**src/rtl/core/sqo_pkg.sv**
```systemverilog
// Package: widths, stage types and helpers for the segment/square overlap test.
`default_nettype none
package sqo_pkg;

  localparam int COORD_W = 16;               // coordinate width
  localparam int SIDE_W  = 15;               // square side width
  localparam int DIFF_W  = COORD_W + 1;      // difference of two coordinates
  localparam int X1_W    = COORD_W + 2;      // far corner, corner + side
  localparam int PROD_W  = 2 * DIFF_W;       // product of two differences
  localparam int K_W     = PROD_W + 3;       // sum of up to four products
  localparam int IN_W    = 6 * COORD_W;      // packed request width
  localparam int OUT_W   = 8;                // result padded to a byte

  localparam logic [SIDE_W-1:0] SIDE_RESET = SIDE_W'(100);

  typedef struct packed {
    logic signed [COORD_W-1:0] sq_x;
    logic signed [COORD_W-1:0] sq_y;
    logic signed [COORD_W-1:0] px;
    logic signed [COORD_W-1:0] py;
    logic signed [COORD_W-1:0] qx;
    logic signed [COORD_W-1:0] qy;
  } req_t;

  // products and early flags handed from the prep stage to the eval stage
  typedef struct packed {
    logic signed [PROD_W-1:0] dx_dy0;   // cdx * (y0 - py)
    logic signed [PROD_W-1:0] dy_dx0;   // cdy * (x0 - px)
    logic signed [PROD_W-1:0] dx_s;     // cdx * side
    logic signed [PROD_W-1:0] dy_s;     // cdy * side
    logic                     pt_in;    // an endpoint lies in the closed square
    logic [3:0]               edge_opp; // endpoints straddle edge line: b, r, t, l
  } stg_t;

  // true when a and b lie strictly on opposite sides of ref
  function automatic logic straddle(input logic signed [X1_W-1:0] a,
                                    input logic signed [X1_W-1:0] b,
                                    input logic signed [X1_W-1:0] ref_v);
    return ((a > ref_v) && (b < ref_v)) || ((a < ref_v) && (b > ref_v));
  endfunction

  function automatic logic opp_sign(input logic signed [K_W-1:0] a,
                                    input logic signed [K_W-1:0] b);
    return ((a > 0) && (b < 0)) || ((a < 0) && (b > 0));
  endfunction

endpackage
`default_nettype wire

```
**src/rtl/core/sqo_prep.sv**
```systemverilog
// Prep stage: differences, the four cross-product terms, the endpoint test and the edge straddle flags.
`default_nettype none
module sqo_prep
  import sqo_pkg::*;
(
  input  wire logic              clk,
  input  wire logic              rst_n,
  input  wire logic              a_vld,
  output logic                   a_rdy,
  input  wire req_t              a_req,
  input  wire logic [SIDE_W-1:0] side,
  output logic                   b_vld,
  input  wire logic              b_rdy,
  output stg_t                   b_stg
);

  logic              vld_r;
  stg_t              stg_r;
  stg_t              stg_nxt;
  logic              adv;

  logic signed [X1_W-1:0]   x0, y0, x1, y1, px, py, qx, qy, sd;
  logic signed [DIFF_W-1:0] cdx, cdy, dx0, dy0, sd17;

  always_comb begin
    sd   = $signed({{(X1_W-SIDE_W){1'b0}}, side});
    sd17 = $signed({{(DIFF_W-SIDE_W){1'b0}}, side});
    x0 = X1_W'(a_req.sq_x);
    y0 = X1_W'(a_req.sq_y);
    px = X1_W'(a_req.px);
    py = X1_W'(a_req.py);
    qx = X1_W'(a_req.qx);
    qy = X1_W'(a_req.qy);
    x1 = x0 + sd;
    y1 = y0 + sd;
    cdx = DIFF_W'(a_req.qx) - DIFF_W'(a_req.px);
    cdy = DIFF_W'(a_req.qy) - DIFF_W'(a_req.py);
    dx0 = DIFF_W'(a_req.sq_x) - DIFF_W'(a_req.px);
    dy0 = DIFF_W'(a_req.sq_y) - DIFF_W'(a_req.py);

    stg_nxt.dx_dy0 = PROD_W'(cdx * dy0);
    stg_nxt.dy_dx0 = PROD_W'(cdy * dx0);
    stg_nxt.dx_s   = PROD_W'(cdx * sd17);
    stg_nxt.dy_s   = PROD_W'(cdy * sd17);
    stg_nxt.pt_in  = (px >= x0 && px <= x1 && py >= y0 && py <= y1) ||
                     (qx >= x0 && qx <= x1 && qy >= y0 && qy <= y1);
    // zero side makes all corner terms equal, so no edge counts as crossed
    stg_nxt.edge_opp[0] = straddle(py, qy, y0);
    stg_nxt.edge_opp[1] = straddle(px, qx, x1);
    stg_nxt.edge_opp[2] = straddle(py, qy, y1);
    stg_nxt.edge_opp[3] = straddle(px, qx, x0);
  end

  assign a_rdy = !vld_r || b_rdy;
  assign adv   = a_vld && a_rdy;

  always_ff @(posedge clk) begin
    if (!rst_n) begin
      vld_r <= 1'b0;
    end else if (a_rdy) begin
      vld_r <= a_vld;
    end
  end

  always_ff @(posedge clk) begin
    if (adv) begin
      stg_r <= stg_nxt;
    end
  end

  assign b_vld = vld_r;
  assign b_stg = stg_r;

  a_rst_clears: assert property (@(posedge clk) !rst_n |=> !vld_r)
    else $error("prep stage valid after reset");

  a_stall_holds: assert property (@(posedge clk) disable iff (!rst_n)
    vld_r && !b_rdy |=> vld_r && $stable(stg_r))
    else $error("prep stage changed while stalled");

endmodule
`default_nettype wire

```
**src/rtl/core/sqo_eval.sv**
```systemverilog
// Eval stage: corner cross products, strict edge crossing and the result register.
`default_nettype none
module sqo_eval
  import sqo_pkg::*;
(
  input  wire logic clk,
  input  wire logic rst_n,
  input  wire logic b_vld,
  output logic      b_rdy,
  input  wire stg_t b_stg,
  output logic      o_vld,
  input  wire logic o_rdy,
  output logic      o_hit
);

  logic vld_r;
  logic hit_r;
  logic hit_nxt;

  // cross(q - p, corner - p) at the four corners
  logic signed [K_W-1:0] k00, k10, k11, k01;
  logic [3:0]            cd_opp;

  always_comb begin
    k00 = K_W'(b_stg.dx_dy0) - K_W'(b_stg.dy_dx0);
    k10 = k00 - K_W'(b_stg.dy_s);
    k01 = k00 + K_W'(b_stg.dx_s);
    k11 = k01 - K_W'(b_stg.dy_s);
    cd_opp[0] = opp_sign(k00, k10);
    cd_opp[1] = opp_sign(k10, k11);
    cd_opp[2] = opp_sign(k11, k01);
    cd_opp[3] = opp_sign(k00, k01);
    hit_nxt = b_stg.pt_in || (|(cd_opp & b_stg.edge_opp));
  end

  assign b_rdy = !vld_r || o_rdy;

  always_ff @(posedge clk) begin
    if (!rst_n) begin
      vld_r <= 1'b0;
    end else if (b_rdy) begin
      vld_r <= b_vld;
    end
  end

  always_ff @(posedge clk) begin
    if (b_vld && b_rdy) begin
      hit_r <= hit_nxt;
    end
  end

  assign o_vld = vld_r;
  assign o_hit = hit_r;

  a_fill: assert property (@(posedge clk) disable iff (!rst_n)
    b_vld && !vld_r |=> vld_r)
    else $error("result register missed a request");

  a_pt_hit: assert property (@(posedge clk) disable iff (!rst_n)
    b_vld && b_rdy && b_stg.pt_in |=> hit_r)
    else $error("endpoint inside square gave no hit");

endmodule
`default_nettype wire

```
**src/rtl/core/segment_square_overlap_test_top.sv**
```systemverilog
// Top level: stream ports, side register and input register of the overlap test.
//
// Hit test of a line segment against an axis-aligned closed square.
// in_*  : one request per handshake; in_tdata from bit 0 up holds square_x,
//         square_y, start_x, start_y, end_x, end_y, 16-bit signed each.
// out_* : one result per request, in order; out_tdata[0] is hit, bits 7:1 zero.
// cfg_* : cfg_wr_en writes cfg_wr_data into the square side register at the
//         clock edge; change it only while no request is in flight.
// Pipeline: input register, a stage of four 17x17 multipliers for the
// cross-product terms, then the add/sign stage into the output register.
// A request passes the input register, the prep register and the output register
// in turn before out_tvalid rises. One request per cycle is sustained while
// out_tready is high: each stage reloads in the cycle it hands a request on.
// Reset (rst_n low, synchronous) empties all stages and sets the side to 100.
// When out_tready is low the stages fill up and in_tready drops once the
// pipeline is full; nothing is lost, and in_tready rises again with out_tready.
`default_nettype none
module segment_square_overlap_test_top
  import sqo_pkg::*;
(
  input  wire logic              clk,
  input  wire logic              rst_n,
  input  wire logic              in_tvalid,
  output logic                   in_tready,
  // square_x, square_y, start_x, start_y, end_x, end_y
  input  wire logic [IN_W-1:0]   in_tdata,
  output logic                   out_tvalid,
  input  wire logic              out_tready,
  // hit, then zero padding
  output logic [OUT_W-1:0]       out_tdata,
  input  wire logic              cfg_wr_en,
  input  wire logic [SIDE_W-1:0] cfg_wr_data
);

  logic [SIDE_W-1:0] side_r;
  logic              a_vld_r;
  req_t              a_req_r;
  req_t              req_nxt;
  logic              a_rdy;
  logic              b_vld;
  logic              b_rdy;
  stg_t              b_stg;
  logic              hit;

  always_ff @(posedge clk) begin
    if (!rst_n) begin
      side_r <= SIDE_RESET;
    end else if (cfg_wr_en) begin
      side_r <= cfg_wr_data;
    end
  end

  always_comb begin
    req_nxt.sq_x = $signed(in_tdata[0*COORD_W +: COORD_W]);
    req_nxt.sq_y = $signed(in_tdata[1*COORD_W +: COORD_W]);
    req_nxt.px   = $signed(in_tdata[2*COORD_W +: COORD_W]);
    req_nxt.py   = $signed(in_tdata[3*COORD_W +: COORD_W]);
    req_nxt.qx   = $signed(in_tdata[4*COORD_W +: COORD_W]);
    req_nxt.qy   = $signed(in_tdata[5*COORD_W +: COORD_W]);
  end

  assign in_tready = !a_vld_r || a_rdy;

  always_ff @(posedge clk) begin
    if (!rst_n) begin
      a_vld_r <= 1'b0;
    end else if (in_tready) begin
      a_vld_r <= in_tvalid;
    end
  end

  always_ff @(posedge clk) begin
    if (in_tvalid && in_tready) begin
      a_req_r <= req_nxt;
    end
  end

  sqo_prep u_prep (
    .clk   (clk),
    .rst_n (rst_n),
    .a_vld (a_vld_r),
    .a_rdy (a_rdy),
    .a_req (a_req_r),
    .side  (side_r),
    .b_vld (b_vld),
    .b_rdy (b_rdy),
    .b_stg (b_stg)
  );

  sqo_eval u_eval (
    .clk   (clk),
    .rst_n (rst_n),
    .b_vld (b_vld),
    .b_rdy (b_rdy),
    .b_stg (b_stg),
    .o_vld (out_tvalid),
    .o_rdy (out_tready),
    .o_hit (hit)
  );

  assign out_tdata = {{(OUT_W-1){1'b0}}, hit};

  a_empty_ready: assert property (@(posedge clk) disable iff (!rst_n)
    !a_vld_r |-> in_tready)
    else $error("input register empty but request refused");

  a_side_write: assert property (@(posedge clk) disable iff (!rst_n)
    cfg_wr_en |=> side_r == $past(cfg_wr_data))
    else $error("side register write lost");

endmodule
`default_nettype wire

```
**config.mk**
```make
export PLATFORM = sky130hd
export DESIGN_NAME = segment_square_overlap_test_top
export DESIGN_NICKNAME = d
export VERILOG_FILES = /design/src/rtl/core/sqo_pkg.sv /design/src/rtl/core/sqo_prep.sv /design/src/rtl/core/sqo_eval.sv /design/src/rtl/core/segment_square_overlap_test_top.sv
export SDC_FILE = /design/constraint.sdc
export NUM_CORES = 2
export LEC_CHECK = 0
export BUFFER_PORTS_ARGS = -buffer_cell sky130_fd_sc_hd__buf_2
export CAP_MARGIN = 20
export CORE_MARGIN = 3
export CORE_UTILIZATION = 72
export CTS_CLUSTER_SIZE = 16
export DETAILED_ROUTE_END_ITERATION = 12
export PLACE_DENSITY = 0.95
export SETUP_SLACK_MARGIN = 0.1
export SYNTH_ARGS = -nofsm -noshare
export SYNTH_HDL_FRONTEND = slang
export SYNTH_SLANG_ARGS = --single-unit
```
**constraint.sdc**
```tcl
create_clock -name clk -period 23.8 [get_ports clk]
set_clock_uncertainty 0.1 [all_clocks]
set_input_delay 1.19 -clock clk [delete_from_list [all_inputs] [get_ports clk]]
set_output_delay 1.19 -clock clk [all_outputs]
set_load 0.1 [all_outputs]
```
* Word-level counts from Yosys, hierarchy flattened
Cells that the tools add are included.
Cells by class: $add $sub $neg 10, $mul 4, bitwise gates (word level) 1, $lt $le $gt $ge 32, reductions and logical operators 42
Operators by type and width (count):
- 37-bit by 1-bit greater-than comparator with 1-bit output, second input constant | 2
- 37-bit by 1-bit less-than comparator with 1-bit output, second input constant | 2
- 16-bit by 17-bit greater-than comparator with 1-bit output | 4
- 16-bit by 17-bit <= comparator with 1-bit output | 4
- 16-bit by 17-bit less-than comparator with 1-bit output | 4
- 17-bit by 17-bit multiplier with 34-bit output | 2
- 16-bit by 16-bit subtractor with 17-bit output | 4
- 17-bit by 16-bit multiplier with 33-bit output | 2
- 16-bit greater-or-equal comparator | 4
- 16-bit greater-than comparator | 4
- 16-bit less-than comparator | 4
- 36-bit by 33-bit subtractor with 37-bit output | 1
- 35-bit by 33-bit adder with 36-bit output | 1
- 36-bit by 1-bit greater-than comparator with 1-bit output, second input constant | 1
- 36-bit by 1-bit less-than comparator with 1-bit output, second input constant | 1
- 35-bit by 33-bit subtractor with 36-bit output | 1
- 35-bit by 1-bit greater-than comparator with 1-bit output, second input constant | 1
- 35-bit by 1-bit less-than comparator with 1-bit output, second input constant | 1
- 34-bit by 34-bit subtractor with 35-bit output | 1
- 16-bit by 16-bit adder with 17-bit output | 2
- 1-bit logical AND | 25
- 1-bit logical OR | 13
- 4-bit bitwise AND | 1
- 4-bit OR reduction | 1
- 1-bit zero test | 3
Word-level totals: flip-flop bits (word level) 254, bits of input ports 116

* Logic depth before layout (Yosys ltp)
depth in word-level cells 9, depth in mapped cells 42

* Modules after synthesis
Synthesis repeated with hierarchy kept, for this count alone.
Second synthesis, totals: cells, all modules 7372, area, all modules 65386.5 µm²
By module, submodules not included:
- sqo_prep | area an instance 52526.6 µm², cells an instance 5773, times used 1
- sqo_eval | area an instance 9297.7 µm², cells an instance 1441, times used 1
- segment_square_overlap_test_top | area an instance 3562.2 µm², cells an instance 158, times used 1

* Worst setup path before layout
Ideal clock, no wire load.
path kind input to register, from input port out_tready, to register u_prep.stg_r, in the netlist u_prep.b_stg[0] (enable), path slack 11529 ps, stages on the path 2, data required time 22850 ps, data arrival time 11321 ps, cell sequence nor2b_1 a21boi_0
On the way: longest elaborated chain between the ends 3
Ends and longest elaborated chain:
- from (decl) | line segment_square_overlap_test_top.sv:28 | input wire logic out_tready,
- 1-bit logical OR | line sqo_eval.sv:36 | assign b_rdy = !vld_r || o_rdy;
- 1-bit logical OR | line sqo_prep.sv:54 | assign a_rdy = !vld_r || b_rdy;
- 1-bit logical AND | line sqo_prep.sv:55 | assign adv = a_vld && a_rdy;
- net u_prep.adv | line sqo_prep.sv:20 | logic adv;
- to (signal assigned) | line sqo_prep.sv:67 | stg_r <= stg_nxt;
- to (decl) | line sqo_prep.sv:18 | stg_t stg_r;
The timed path passes the listed nets, and every way through them passes these cells. A chain may end at the register's enable or synchronous reset.

==> summary.md <==
| Metric | Value |
|---|---|
| Status | `completed` |
| Die footprint | `91980 µm²` |
| Sequential cell area | `7451 µm²` |
| Largest net degree at the start of global routing | `72` |
| Distinct cells, synth | `92` |
| Antenna viol nets, final | `0` |
| Fillcell total | `5543` |
| Slowest cell delay on critical path | `820 ps` |
| Register clock-pin slew on the reported worst setup and hold paths | `60 ps` |
| Clock sinks | `254` |
| Setup Buffers After CTS | `0` |
| Most common cell after layout, fill and taps aside | `inv_1` |
| Initial antenna violation count | `11` |
| Worst hold path class | `flop to flop` |
| Setup Total Neg Slack | `0 ps` |
| Routed WL per cell | `24.60 µm` |
| Layout cells sized above 1 | `4.953%` |
| Vias per cell | `6.515` |
| EDFF count, synth | `236` |
| CTS root buf | `clkbuf_16` |
| Htree depth | `1` |
| Highest clock rate | `0.09025 GHz` |
| Final hold vios | `0` |
| GP Congestion | `1.062` |
| Core Region | `87160 µm²` |
| Compound-gate portion of the synthesized area | `10.65%` |
| Worst Setup End Kind | `flop` |
| Final nets | `8934` |
| Post-CTS Resized | `0` |
| Crit path kind | `flop to flop` |
| Port-buffer cells | `118` |
| Fin crit share | `46.55%` |
| Multi-input gate area | `50320 µm²` |
| Remaining global-route overflow | `0` |
| Drc violations | `0` |
| Post-CTS Hold Buffers | `0` |
| Post-synth ARST share | `0%` |
| Yosys warning count | `0` |
| Total number of vias | `53.52k` |
| Setup-failing EPs final | `0` |
| Vert. Die Dim | `303.3 µm` |
| RSZ-0062 raised after global routing | `false` |
| Crit path time final | `11080 ps` |
| Post-synthesis mux area share | `0.3814%` |
| CP required | `24070 ps` |
| Syn_area_per_cell | `9.088 µm²` |
| Most frequent cells in the layout | `1408 x inv_1, 1120 x fa_1, 747 x nand2_1, 674 x ha_1, 378 x nor2_1` |
| Layout area overhead | `4.837%` |
| Register area share after synthesis | `11.70%` |
| Synth Area in XOR/XNOR | `4.349%` |
| Largest family of logic cells by synthesized area | `adder cells` |
| I/O pin total | `126` |
| Simple-gate area share of the yosys netlist | `14.72%` |
| Crit-path most repeated cell | `inv_1` |
| Die X | `303.3 µm` |
| Post-synth top flop | `edfxtp_1` |
| DRT Wirelength | `202.0 mm` |
| CTS buffer count | `29` |
| Clock Path Buffers | `3` |
| Flops & latches, synth | `254` |
| CP max FO | `27` |
| Hpwl dp | `160.6 mm` |
| Worst Setup Start Kind | `flop` |
| Drt first pass iters | `10` |
| Post-Synthesis Cell Area | `63630 µm²` |
| CTS tree | `done` |
| Row cnt | `108` |
| Mapped Cells | `7002` |
| 1st-iter DRT viols | `5759` |
| GR Util All Layers | `44.65%` |
| Max Cap Viol | `0` |
| CP Data Arrival Time | `11350 ps` |
| Global-route wire length before repair | `312.2 mm` |
| CP max-delay cell | `xor2_4` |
| Worst slew margin | `12.52%` |
| Clock latency on the worst-skew pair | `640 ps` |
| Post-Synth Adder-Cell Area | `48.49%` |
| Vias in the first global route | `57.80k` |
| Initial Util | `73.01%` |
| Slew Limit Fails | `0` |
| Worst Max-Slew Pin Slew | `1303 ps` |
-- synthesized netlist by cell type, types with 59 or more instances --
cell	number	share of area (%)
fa_1	1120	35
nor2_1	383	2.3
a21oi_1	292	2.3
nand3_1	59	0.46
nand2_1	747	4.4
nand4_1	59	0.58
o21a_1	62	0.73
ha_1	674	13
edfxtp_1	236	11
and2_1	316	3.1
clkbuf_1	194	1.1
xor2_1	82	1.1
o21ai_0	163	1.3
inv_1	1408	8.3
a21o_1	146	1.7
nor2b_1	119	1.2
xnor2_1	234	3.2
nor3_1	72	0.57
-- path summary, 6_finish.rpt --
check / startpoint / endpoint / slack [ps] / cells after the start
setup reg to reg: a_req_r[16] / u_prep.b_stg[140] / 12720 / 37
hold / removal: a_vld_r / u_prep.b_vld / 500 / 2
setup / recovery: a_req_r[16] / u_prep.b_stg[140] / 12720 / 37
hold reg to reg: a_vld_r / u_prep.b_vld / 500 / 2
-- critical path: cells and delay by family, from the launching register on --
kind	cells	cell delay (ps)
AO/OA/AOI/OAI	15	3980
XOR/XNOR	2	910
adder cells (fa/ha/maj)	9	4070
buffers and inverters	8	550
flip-flops	1	360
AND/OR/NAND/NOR	3	860
-- layout make-up --
| class | instances | share of cell area [%] |
|---|---|---|
| Antenna cell | 13 | 0.04876 |
| Multi-Input combinational cell | 5124 | 75.43 |
| Tap cell | 1155 | 2.166 |
| Clock inverter | 23 | 0.2888 |
| Timing Repair Buffer | 207 | 1.887 |
| Sequential cell | 254 | 11.17 |
| Inverter | 1408 | 7.922 |
| Clock buffer | 30 | 1.093 |
-- sequential cells by signal, summed over array words and instances, names as in the netlist --
name / flops
a_req_r: 96
a_vld_r: 1
side_r: 15
u_eval.o_hit: 1
u_eval.o_vld: 1
u_prep.b_stg: 139
u_prep.b_vld: 1
-- through the flow --
step	setup WS (ps)	std cells	cell area (µm²)	utilization (%)	hold WS, ps
2_1_floorplan	11530	7008	63660	-	397.7
3_3_place_gp	13560	8146	65740	75.43	456.0
3_5_place_dp	13140	8146	65740	75.43	473.0
4_1_cts	13030	8199	66670	76.49	497.5
5_1_grt	12220	8201	66680	76.50	507.6
6_report	12720	8214	66710	76.54	500.5
-- per-layer routing --
metal  track usage, %  vias up  wire (µm)
li1                 -    22340          -
met1            52.49    25550      67200
met2            69.56     4152      90360
met3            12.33     1467      24300
met4            35.02        6      20140
met5           0.2116        -         54
-- cell families (layout without fill, tap and decap cells) --
kind of cell / after synthesis / in the layout
flip-flops: 254 / 254
multiplexers: 24 / 24
AND/OR/NAND/NOR: 1956 / 1956
adder cells (fa/ha/maj): 1794 / 1794
buffers and inverters: 1630 / 1668
XOR/XNOR: 316 / 316
other: 1 / 20
AO/OA/AOI/OAI: 1027 / 1027
Power is not shown: default switching activity piles up to over one toggle a cycle in this logic, so the estimate is an artifact.
